==> src/sv/psd_pkg.sv <==
// shared types and constants for the program stream packet deframer
`default_nettype none

package psd_pkg;

    localparam int POSITION_WIDTH_DEF = 48;
    localparam int OUT_POS_W          = 48;
    localparam int LEN_W              = 16;
    localparam int STAMP_W            = 32;

    localparam logic [7:0]  TYPE_PACK    = 8'hBA;
    localparam logic [7:0]  TYPE_PRIVATE = 8'hBC;
    localparam logic [7:0]  TYPE_BD      = 8'hBD;
    localparam logic [7:0]  TYPE_VIDEO   = 8'hE0;
    localparam logic [7:0]  START_ZERO   = 8'h00;
    localparam logic [7:0]  START_ONE    = 8'h01;
    localparam logic [23:0] START_PREFIX = 24'h000001;
    localparam logic [7:0]  MARK_FIRST   = 8'h48;
    localparam logic [7:0]  MARK_SECOND  = 8'h4B;
    localparam logic [LEN_W-1:0] PACK_LEN = 16'd16;

    // payload indexes that matter in a private packet
    localparam logic [LEN_W-1:0] IDX_MARK_A    = 16'd7;
    localparam logic [LEN_W-1:0] IDX_MARK_B    = 16'd23;
    localparam logic [LEN_W-1:0] IDX_STAMP_LO  = 16'd10;
    localparam logic [LEN_W-1:0] IDX_STAMP_HI  = 16'd13;
    localparam logic [LEN_W-1:0] IDX_SATURATE  = 16'hFFFF;

    typedef enum logic [1:0] {
        KIND_PACK    = 2'd0,
        KIND_PRIVATE = 2'd1,
        KIND_BD      = 2'd2,
        KIND_VIDEO   = 2'd3
    } t_kind;

    typedef enum logic [4:0] {
        PH_HUNT = 5'b00001,
        PH_HEAD = 5'b00010,
        PH_LENH = 5'b00100,
        PH_LENL = 5'b01000,
        PH_DATA = 5'b10000
    } t_phase;

    typedef struct packed {
        logic [7:0]           data_byte;
        t_kind                packet_kind;
        logic                 first_byte;
        logic                 last_byte;
        logic [OUT_POS_W-1:0] packet_position;
        logic                 stamp_valid;
        logic [STAMP_W-1:0]   stamp_raw;
    } t_result;

endpackage

`default_nettype wire

==> src/sv/program_stream_packet_deframer_unit.sv <==
// top level of the program stream packet deframer
// a payload byte shows on the output in the cycle after its request is taken
// throughput: one stream byte per cycle unless the stalled output register is full
// header, length and hunt bytes are consumed without producing a result
// reset (synchronous, active low) returns the parser to hunting, clears the window,
// the stream position and the output valid flag; no sweep follows reset
`default_nettype none

module program_stream_packet_deframer_unit #(
    parameter int POSITION_WIDTH = psd_pkg::POSITION_WIDTH_DEF
) (
    input  wire logic         i_clk,
    input  wire logic         i_rst_n,
    // input channel: one stream byte per request
    input  wire logic         i_valid,
    output logic              o_stall,
    input  wire logic [7:0]   i_stream_byte,
    // output channel: one payload byte per request
    output logic              o_valid,
    input  wire logic         i_stall,
    output logic [7:0]        o_data_byte,
    output logic [1:0]        o_packet_kind,
    output logic              o_first_byte,
    output logic              o_last_byte,
    output logic [47:0]       o_packet_position,
    output logic              o_stamp_valid,
    output logic [31:0]       o_stamp_raw
);
    import psd_pkg::*;

    t_result parse_result;
    t_result out_result;
    logic    parse_fire;
    logic    take;
    logic    full_stalled;

    // a request is taken whenever the result register can move
    assign o_stall = full_stalled;
    assign take    = i_valid && !full_stalled;

    psd_parser #(
        .POSITION_WIDTH (POSITION_WIDTH)
    ) u_parser (
        .i_clk    (i_clk),
        .i_rst_n  (i_rst_n),
        .i_take   (take),
        .i_byte   (i_stream_byte),
        .o_result (parse_result),
        .o_fire   (parse_fire)
    );

    // holds the finished result while the downstream side stalls
    psd_out_reg u_out_reg (
        .i_clk          (i_clk),
        .i_rst_n        (i_rst_n),
        .i_load         (take),
        .i_fire         (parse_fire),
        .i_result       (parse_result),
        .i_stall        (i_stall),
        .o_full_stalled (full_stalled),
        .o_valid        (o_valid),
        .o_result       (out_result)
    );

    assign o_data_byte       = out_result.data_byte;
    assign o_packet_kind     = out_result.packet_kind;
    assign o_first_byte      = out_result.first_byte;
    assign o_last_byte       = out_result.last_byte;
    assign o_packet_position = out_result.packet_position;
    assign o_stamp_valid     = out_result.stamp_valid;
    assign o_stamp_raw       = out_result.stamp_raw;

endmodule

`default_nettype wire

==> src/sv/psd_parser.sv <==
// per-byte parse state and next-state logic of the deframer
`default_nettype none

module psd_parser #(
    parameter int POSITION_WIDTH = psd_pkg::POSITION_WIDTH_DEF
) (
    input  wire logic        i_clk,
    input  wire logic        i_rst_n,
    input  wire logic        i_take,
    input  wire logic [7:0]  i_byte,
    output psd_pkg::t_result o_result,
    output logic             o_fire
);
    import psd_pkg::*;

    logic [23:0]               r_recent, n_recent;
    t_phase                    r_phase, n_phase;
    logic [1:0]                r_hcnt, n_hcnt;
    t_kind                     r_kind, n_kind;
    logic [LEN_W-1:0]          r_left, n_left;
    logic [LEN_W-1:0]          r_idx, n_idx;
    logic [1:0]                r_marks, n_marks;
    logic [STAMP_W-1:0]        r_stamp, n_stamp;
    logic [POSITION_WIDTH-1:0] r_pos, n_pos;
    logic [POSITION_WIDTH-1:0] r_start, n_start;

    logic             last;
    logic             mark_pair;
    logic [LEN_W-1:0] len;
    logic [63:0]      start_wide;

    assign last       = (r_left <= LEN_W'(1));
    assign mark_pair  = (r_recent[7:0] == MARK_FIRST) && (i_byte == MARK_SECOND);
    assign len        = {r_left[15:8], i_byte};
    assign start_wide = 64'(r_start);

    always_comb begin
        n_recent = {r_recent[15:0], i_byte};
        n_pos    = r_pos + POSITION_WIDTH'(1);
        n_phase  = r_phase;
        n_hcnt   = r_hcnt;
        n_kind   = r_kind;
        n_left   = r_left;
        n_idx    = r_idx;
        n_marks  = r_marks;
        n_stamp  = r_stamp;
        n_start  = r_start;
        o_fire   = 1'b0;

        unique case (r_phase)
            PH_HUNT: begin
                if (r_hcnt == 2'd3 && r_recent == START_PREFIX && i_byte == TYPE_PACK) begin
                    n_start = r_pos - POSITION_WIDTH'(3);
                    n_kind  = KIND_PACK;
                    n_left  = PACK_LEN;
                    n_idx   = '0;
                    n_marks = '0;
                    n_stamp = '0;
                    n_phase = PH_DATA;
                    n_hcnt  = 2'd0;
                end else if (r_hcnt != 2'd3) begin
                    n_hcnt = r_hcnt + 2'd1;
                end
            end
            PH_HEAD: begin
                if (r_hcnt == 2'd0) begin
                    n_start = r_pos;
                end
                if (r_hcnt < 2'd2) begin
                    // a bad byte keeps the count: window stays usable up to here
                    if (i_byte == START_ZERO) n_hcnt = r_hcnt + 2'd1;
                    else n_phase = PH_HUNT;
                end else if (r_hcnt == 2'd2) begin
                    if (i_byte == START_ONE) n_hcnt = 2'd3;
                    else n_phase = PH_HUNT;
                end else begin
                    case (i_byte)
                        TYPE_PACK: begin
                            n_kind  = KIND_PACK;
                            n_left  = PACK_LEN;
                            n_idx   = '0;
                            n_marks = '0;
                            n_stamp = '0;
                            n_phase = PH_DATA;
                            n_hcnt  = 2'd0;
                        end
                        TYPE_PRIVATE, TYPE_BD, TYPE_VIDEO: begin
                            n_kind  = (i_byte == TYPE_PRIVATE) ? KIND_PRIVATE :
                                      (i_byte == TYPE_BD)      ? KIND_BD : KIND_VIDEO;
                            n_phase = PH_LENH;
                            n_hcnt  = 2'd0;
                        end
                        default: begin
                            n_phase = PH_HUNT;
                        end
                    endcase
                end
            end
            PH_LENH: begin
                n_left  = {i_byte, 8'h00};
                n_phase = PH_LENL;
            end
            PH_LENL: begin
                if (len == '0) begin
                    n_phase = PH_HUNT;
                    n_hcnt  = 2'd3;
                end else begin
                    n_left  = len;
                    n_idx   = '0;
                    n_marks = '0;
                    n_stamp = '0;
                    n_phase = PH_DATA;
                end
            end
            PH_DATA: begin
                o_fire = 1'b1;
                if (r_kind == KIND_PRIVATE) begin
                    if (r_idx == IDX_MARK_A && mark_pair) n_marks[0] = 1'b1;
                    if (r_idx == IDX_MARK_B && mark_pair) n_marks[1] = 1'b1;
                    if (r_idx >= IDX_STAMP_LO && r_idx <= IDX_STAMP_HI) begin
                        n_stamp = {r_stamp[STAMP_W-9:0], i_byte};
                    end
                end
                if (r_idx != IDX_SATURATE) n_idx = r_idx + LEN_W'(1);
                if (last) begin
                    n_left  = '0;
                    n_phase = PH_HEAD;
                    n_hcnt  = 2'd0;
                end else begin
                    n_left = r_left - LEN_W'(1);
                end
            end
            default: begin
                n_phase = PH_HUNT;
            end
        endcase
    end

    always_comb begin
        o_result.data_byte       = i_byte;
        o_result.packet_kind     = r_kind;
        o_result.first_byte      = (r_idx == '0);
        o_result.last_byte       = last;
        o_result.packet_position = start_wide[OUT_POS_W-1:0];
        o_result.stamp_valid     = last && (r_kind == KIND_PRIVATE) && (n_marks == 2'b11);
        o_result.stamp_raw       = o_result.stamp_valid ? n_stamp : '0;
    end

    always_ff @(posedge i_clk) begin
        if (!i_rst_n) begin
            r_recent <= '0;
            r_phase  <= PH_HUNT;
            r_hcnt   <= '0;
            r_kind   <= KIND_PACK;
            r_left   <= '0;
            r_idx    <= '0;
            r_marks  <= '0;
            r_stamp  <= '0;
            r_pos    <= '0;
            r_start  <= '0;
        end else if (i_take) begin
            r_recent <= n_recent;
            r_phase  <= n_phase;
            r_hcnt   <= n_hcnt;
            r_kind   <= n_kind;
            r_left   <= n_left;
            r_idx    <= n_idx;
            r_marks  <= n_marks;
            r_stamp  <= n_stamp;
            r_pos    <= n_pos;
            r_start  <= n_start;
        end
    end

endmodule

`default_nettype wire

==> src/sv/psd_out_reg.sv <==
// result register between the parser and the output channel
`default_nettype none

module psd_out_reg (
    input  wire logic             i_clk,
    input  wire logic             i_rst_n,
    input  wire logic             i_load,
    input  wire logic             i_fire,
    input  psd_pkg::t_result      i_result,
    input  wire logic             i_stall,
    output logic                  o_full_stalled,
    output logic                  o_valid,
    output psd_pkg::t_result      o_result
);
    import psd_pkg::*;

    logic    r_valid;
    t_result r_result;

    assign o_full_stalled = r_valid && i_stall;
    assign o_valid        = r_valid;
    assign o_result       = r_result;

    always_ff @(posedge i_clk) begin
        if (!i_rst_n) begin
            r_valid <= 1'b0;
        end else if (!o_full_stalled) begin
            r_valid <= i_load && i_fire;
        end
    end

    always_ff @(posedge i_clk) begin
        if (!o_full_stalled && i_load && i_fire) begin
            r_result <= i_result;
        end
    end

endmodule

`default_nettype wire

==> config.mk <==
export PLATFORM = sky130hd
export DESIGN_NAME = program_stream_packet_deframer_unit
export DESIGN_NICKNAME = d
export VERILOG_FILES = /design/src/sv/psd_pkg.sv /design/src/sv/program_stream_packet_deframer_unit.sv /design/src/sv/psd_parser.sv /design/src/sv/psd_out_reg.sv
export SDC_FILE = /design/constraint.sdc
export NUM_CORES = 1
export LEC_CHECK = 0
export ABC_AREA = 1
export CAP_MARGIN = 40
export CORE_MARGIN = 3
export CORE_UTILIZATION = 40
export DETAILED_ROUTE_END_ITERATION = 16
export DONT_BUFFER_PORTS = 1
export GPL_TIMING_DRIVEN = 0
export PLACE_DENSITY = 0.58
export SYNTH_ARGS = -nofsm -noshare
export SYNTH_HDL_FRONTEND = slang
export SYNTH_SLANG_ARGS = --single-unit
export TNS_END_PERCENT = 100
==> constraint.sdc <==
create_clock -name i_clk -period 9.6 [get_ports i_clk]
set_input_delay 1.92 -clock i_clk [delete_from_list [all_inputs] [get_ports i_clk]]
set_output_delay 1.92 -clock i_clk [all_outputs]
set_load 0.01 [all_outputs]
# Word level (Yosys, flattened, before mapping)
# Cells that the tools add are included.
[op_classes]
addsub = 5
n_lt_le_gt_ge = 4
n_eq_ne = 37
muxes = 61
bitwise = 1
reduce_logical = 31
[ops]
columns = ["operator", "count"]
rows = [
  ["$mux 32", 7],
  ["$mux 16", 11],
  ["$pmux 32 s4", 1],
  ["$mux 48", 2],
  ["$pmux 48 s2", 1],
  ["$pmux 16 s5", 1],
  ["$pmux 16 s4", 1],
  ["$add 48x1->48 const B", 1],
  ["$sub 48x2->48 const B", 1],
  ["$mux 2", 19],
  ["$mux 5", 7],
  ["$eq 8x8->1 const B", 4],
  ["$logic_not 16->1", 2],
  ["$pmux 5 s5", 1],
  ["$eq 24x1->1 const B", 1],
  ["$add 16x1->16 const B", 1],
  ["$eq 16x3->1 const B", 1],
  ["$eq 16x5->1 const B", 1],
  ["$eq 8x7->1 const B", 2],
  ["$ge 16x4->1 const B", 1],
  ["$le 16x1->1 const B", 1],
  ["$le 16x4->1 const B", 1],
  ["$ne 16x16->1 const B", 1],
  ["$pmux 2 s4", 2],
  ["36 further kinds", 68],
]
[word_totals]
regBits = 289

# Depth between registers and ports, before layout
[logic_depth]
word_depth = 8
depth_mapped = 14
ltp_nobuf = 13

# Modules after synthesis
# A second synthesis with hierarchy kept.
[unflattened]
hier_cells = 2056
hier_area_um2 = 14926.8
[modules_own_cells]
columns = ["module", "n_inst", "cells_each", "area_each_um2", "seq_area_each_um2"]
rows = [
  ["psd_parser", 1, 1954, 12080.3, 3903.7],
  ["psd_out_reg", 1, 100, 2836.5, 2812.7],
  ["program_stream_packet_deframer_unit", 1, 2, 10.0, 0.0],
]

# Least setup slack after synthesis
# No wires, ideal clock.
[synth_path]
path_type = "input port to flip-flop"
startpoint = "input port i_stall"
endpoint = "register u_out_reg.r_result (netlist bit u_out_reg.o_result[0]) (enable)"
t_arrival_ps = 6387
setup_slack_ps = 2666
path_stages = 4
cell_sequence = "nand2_1 > nand2_1 > clkbuf_1 > nor2_1"
[synth_via]
elab_chain_cells = 5
[synth_lines]
columns = ["element", "line", "rtl"]
rows = [
  ["start: declaration", "program_stream_packet_deframer_unit.sv:20", "input wire logic i_stall,"],
  ["$logic_and 1x1->1 *", "psd_out_reg.sv:20", "assign o_full_stalled = r_valid && i_stall;"],
  ["$logic_not 1->1 *", "n/a", ""],
  ["$logic_and 1x1->1", "program_stream_packet_deframer_unit.sv:39", "assign take = i_valid && !full_stalled;"],
  ["$logic_and 1x1->1 * (2 in a row)", "psd_out_reg.sv:33", "if (!o_full_stalled && i_load && i_fire) begin"],
  ["end signal: assignment", "psd_out_reg.sv:34", "r_result <= i_result;"],
  ["end: declaration", "psd_out_reg.sv:18", "t_result r_result;"],
]
# Every way passes the cells marked *; elsewhere a longest branch is shown, timed or not.
# A chain may end at the register's enable or synchronous reset.

# Worst setup path after layout
[layout_path]
startpoint = "input port i_stall"
endpoint = "output port o_stall"
[layout_via]
elab_chain_cells = 1
[layout_lines]
columns = ["element", "line", "rtl"]
rows = [
  ["$logic_and 1x1->1", "psd_out_reg.sv:20", ""],
  ["end: declaration", "program_stream_packet_deframer_unit.sv:16", "output logic o_stall,"],
]
# No other way between the ends.

==> flow_metrics.env <==
export IMPL_status="completed"
export IMPL_skew_ns=0.0243
export IMPL_grt_pass1_wl_mm=70.4
export IMPL_drt_iter0_drc=1049
export IMPL_power_density_nw_per_um2=212
export IMPL_final_layout_size_suffix_gt1_frac=0.0674
export IMPL_min_from="u_parser.r_start[9]"
export IMPL_report_final_slew_viol_count=0
export IMPL_fin_setup_tns_ns=0
export IMPL_rows=70
export IMPL_die_w_um=199
export IMPL_multi_input_area_um2=6940
export IMPL_fin_ws_ns=5.54
export IMPL_ctsHoldBuffers=0
export IMPL_ir_drop_mv=0.142
export IMPL_cp_cell_sequence="nand2_1 -> inv_1"
export IMPL_p_leak_nw=7.02
export IMPL_routedWlPerCell_um=17.6
export IMPL_drt_total_wl_mm=44.8
export IMPL_ys_types=50
export IMPL_synth_fp_nets=2035
export IMPL_ios=107
export IMPL_dp_hpwl_mm=33.2
export IMPL_slowest_delay_ns=0.13
export IMPL_htree_num_levels=2
export IMPL_clkSinkCount=289
export IMPL_area_growth_pct=12.1
export IMPL_ant_nets=0
export IMPL_cts_buffers=34
export IMPL_first_pass_iters=5
export IMPL_cts_tree="built"
export IMPL_drc=0
export IMPL_cap_viol_max_count=0
export IMPL_startpoint_type="input pin"
export IMPL_endpoint_kind="output port"
export IMPL_dpl_worst_slack_ns=5.31
export IMPL_final_nets=2075
export IMPL_worst_setup_path_type="input pin to output port"
export IMPL_cts_resized=0
export IMPL_arrival_ns=2.14
export IMPL_dieArea_um2=39600
export IMPL_async_reset_ff_frac=0
export IMPL_first_global_vias=12500
export IMPL_yosys_warnings=0
export IMPL_clock_fmax_mhz=247
export IMPL_finalCritPeriodShare=0.422
export IMPL_slew_headroom=0.432
export IMPL_synth_edf_count=93
export IMPL_syn_inst=2012
export IMPL_p_int_mw=2.42
export IMPL_hold_class="register to register"
export IMPL_layout_area_seq_um2=6720
export IMPL_die_h_um=199
export IMPL_pwr_share_comb=0.214
export IMPL_clock_latency_ns=0.55
export IMPL_clk_pin_slew_worst_paths_ns=0.06
export IMPL_vias=13500
export IMPL_vias_per_cell=5.29
export IMPL_yosysSeqAreaShare=0.451
export IMPL_grtUsageTotal=0.226
export IMPL_synth_top_flop_cell="dfxtp_1"
export IMPL_critPathBufInv=1
export IMPL_cts_root_buf="clkbuf_16"
export IMPL_gr_total_overflow=0
export IMPL_pwr_share_clk=0.376
export IMPL_rsz0062_at_grt="false"
export IMPL_final_core_util=0.456
export IMPL_antenna_found_initial=1
export IMPL_worstMarginPinSlew_ns=0.852
export IMPL_setup_viol=0
export IMPL_crit_path_top_delay_cell="inv_1"
export IMPL_grt_max_degree=35
export IMPL_start_util=0.407
export IMPL_port_buffer_count=0
export IMPL_ys_ff_latch=289
export IMPL_cp_top_family="buffers and inverters"
export IMPL_antenna_cells=0
export IMPL_synth_area_per_cell_um2=7.40
export IMPL_reg2reg_from="u_parser.r_phase[0]"
export IMPL_seqPwrFrac=0.409
export IMPL_fillers=3772
export IMPL_cp_max_fo=2
export IMPL_cts_buffer_depth=3
export IMPL_gp_congestion=0.926
export IMPL_cts_setup_buffers=0
export IMPL_synthesis_area_um2=14900
export IMPL_period_needed_ns=4.06
export IMPL_hold_viol=0
export IMPL_critPathLaunch="i_stall"
export IMPL_switchingPower_mw=1.13
export IMPL_switching_share=0.319
export IMPL_worstPathRequired_ns=7.68
export IMPL_core_area_um2=36600
per-layer routing:
| layer | track usage | wire [um] | up-vias |
|---|---|---|---|
| met4 | 0.0601 | 1040 | 0 |
| met5 | 0 | 0 | - |
| li1 | - | - | 6673 |
| met1 | 0.326 | 21400 | 6298 |
| met3 | 0.0457 | 2730 | 75 |
| met2 | 0.347 | 19600 | 406 |
per-stage QoR:
| stage | cells | cell area [um2] | power (mW) | hold slack (ns) |
|---|---|---|---|---|
| floorplan | 2012 | 14900 | 2.01 | 0.403 |
| global placement | 2480 | 15500 | 2.22 | 0.412 |
| detailed placement | 2484 | 15600 | 2.23 | 0.415 |
| CTS | 2544 | 16700 | 3.57 | 0.429 |
| global route | 2544 | 16700 | 3.74 | 0.437 |
| finish | 2544 | 16700 | 3.55 | 0.425 |
worst paths after layout:
path	endpoint	slack, ns	depth (start not counted)
max	o_stall	5.54	2
max reg2reg	u_out_reg.o_result[35]	6.81	7
min reg2reg	u_out_reg.o_result[42]	0.42	0
min	u_out_reg.o_result[42]	0.42	0
logic make-up (layout without fill, tap and decap cells):
logic type,Yosys count,in the layout,share of synthesized area
simple gates,984,984,0.288
xor+xnor,60,60,0.0353
flops,289,289,0.451
buf+inv,313,377,0.0833
compound gates,355,355,0.133
fa+ha+maj,11,11,0.00924
flip-flops by register name, indices dropped and copies added (netlist names), 5 cells and up:
name                count
u_parser.r_left        16
u_parser.r_recent      24
u_out_reg.o_result     93
u_parser.r_idx         16
u_parser.r_phase        5
u_parser.r_stamp       32
u_parser.r_pos         48
u_parser.r_start       48
cell usage after synthesis (2+ instances only):
cell,count,area share
o211ai_1,33,0.017
a22oi_1,3,0.0015
a21boi_0,6,0.0030
inv_1,223,0.056
clkbuf_1,41,0.010
nand3_2,5,0.0034
nand3b_1,6,0.0030
nand4_1,26,0.011
nor2_2,13,0.0055
xor2_1,58,0.034
nor3_1,61,0.020
ha_1,11,0.0092
nor2_1,317,0.080
nor3b_1,4,0.0020
o21ai_1,10,0.0034
nor2_4,6,0.0045
clkinv_1,3,0.00076
nand4_2,2,0.0017
a21oi_1,155,0.052
edfxtp_1,93,0.19
nand3_1,124,0.042
o21ai_0,103,0.035
o22ai_1,10,0.0042
a31oi_1,3,0.0013
or2_2,3,0.0013
nand2_1,394,0.099
and2_0,3,0.0013
buf_4,8,0.0040
dfxtp_1,196,0.26
inv_2,9,0.0023
o21a_1,4,0.0020
a21boi_1,23,0.012
xnor2_1,2,0.0012
buf_2,21,0.0071
nand2_2,8,0.0034
buf_1,6,0.0015
nand2_4,4,0.0030
nor4_1,3,0.0013
power groups by stage:
stage	clock network, mW	logic [mW]	registers [mW]
6_report	1.33	0.760	1.45
5_1_grt	1.41	0.863	1.47
3_3_place_gp	0	0.739	1.48
2_1_floorplan	0	0.552	1.46
4_1_cts	1.36	0.758	1.45
3_5_place_dp	0	0.753	1.48
cell type report:
type	instances	area share
flip-flops and latches	289	0.402
plain buffers	78	0.0214
repair buffers	4	0.00472
clock inverters	13	0.0104
multi-input cells	1410	0.416
clock buffers	47	0.0576
inverters	235	0.0528
well taps	468	0.0351
cell usage in the layout, fill, tap and decap left out, types with 58 or more instances in the layout:
master    netlist  final
edfxtp_1       93     93
xor2_1         58     58
nand3_1       124    124
nand2_1       394    394
o21ai_0       103    103
a21oi_1       155    155
dfxtp_1       196    196
nor3_1         61     61
nor2_1        317    316
inv_1         223    223
(Power assumes the default switching activity.)
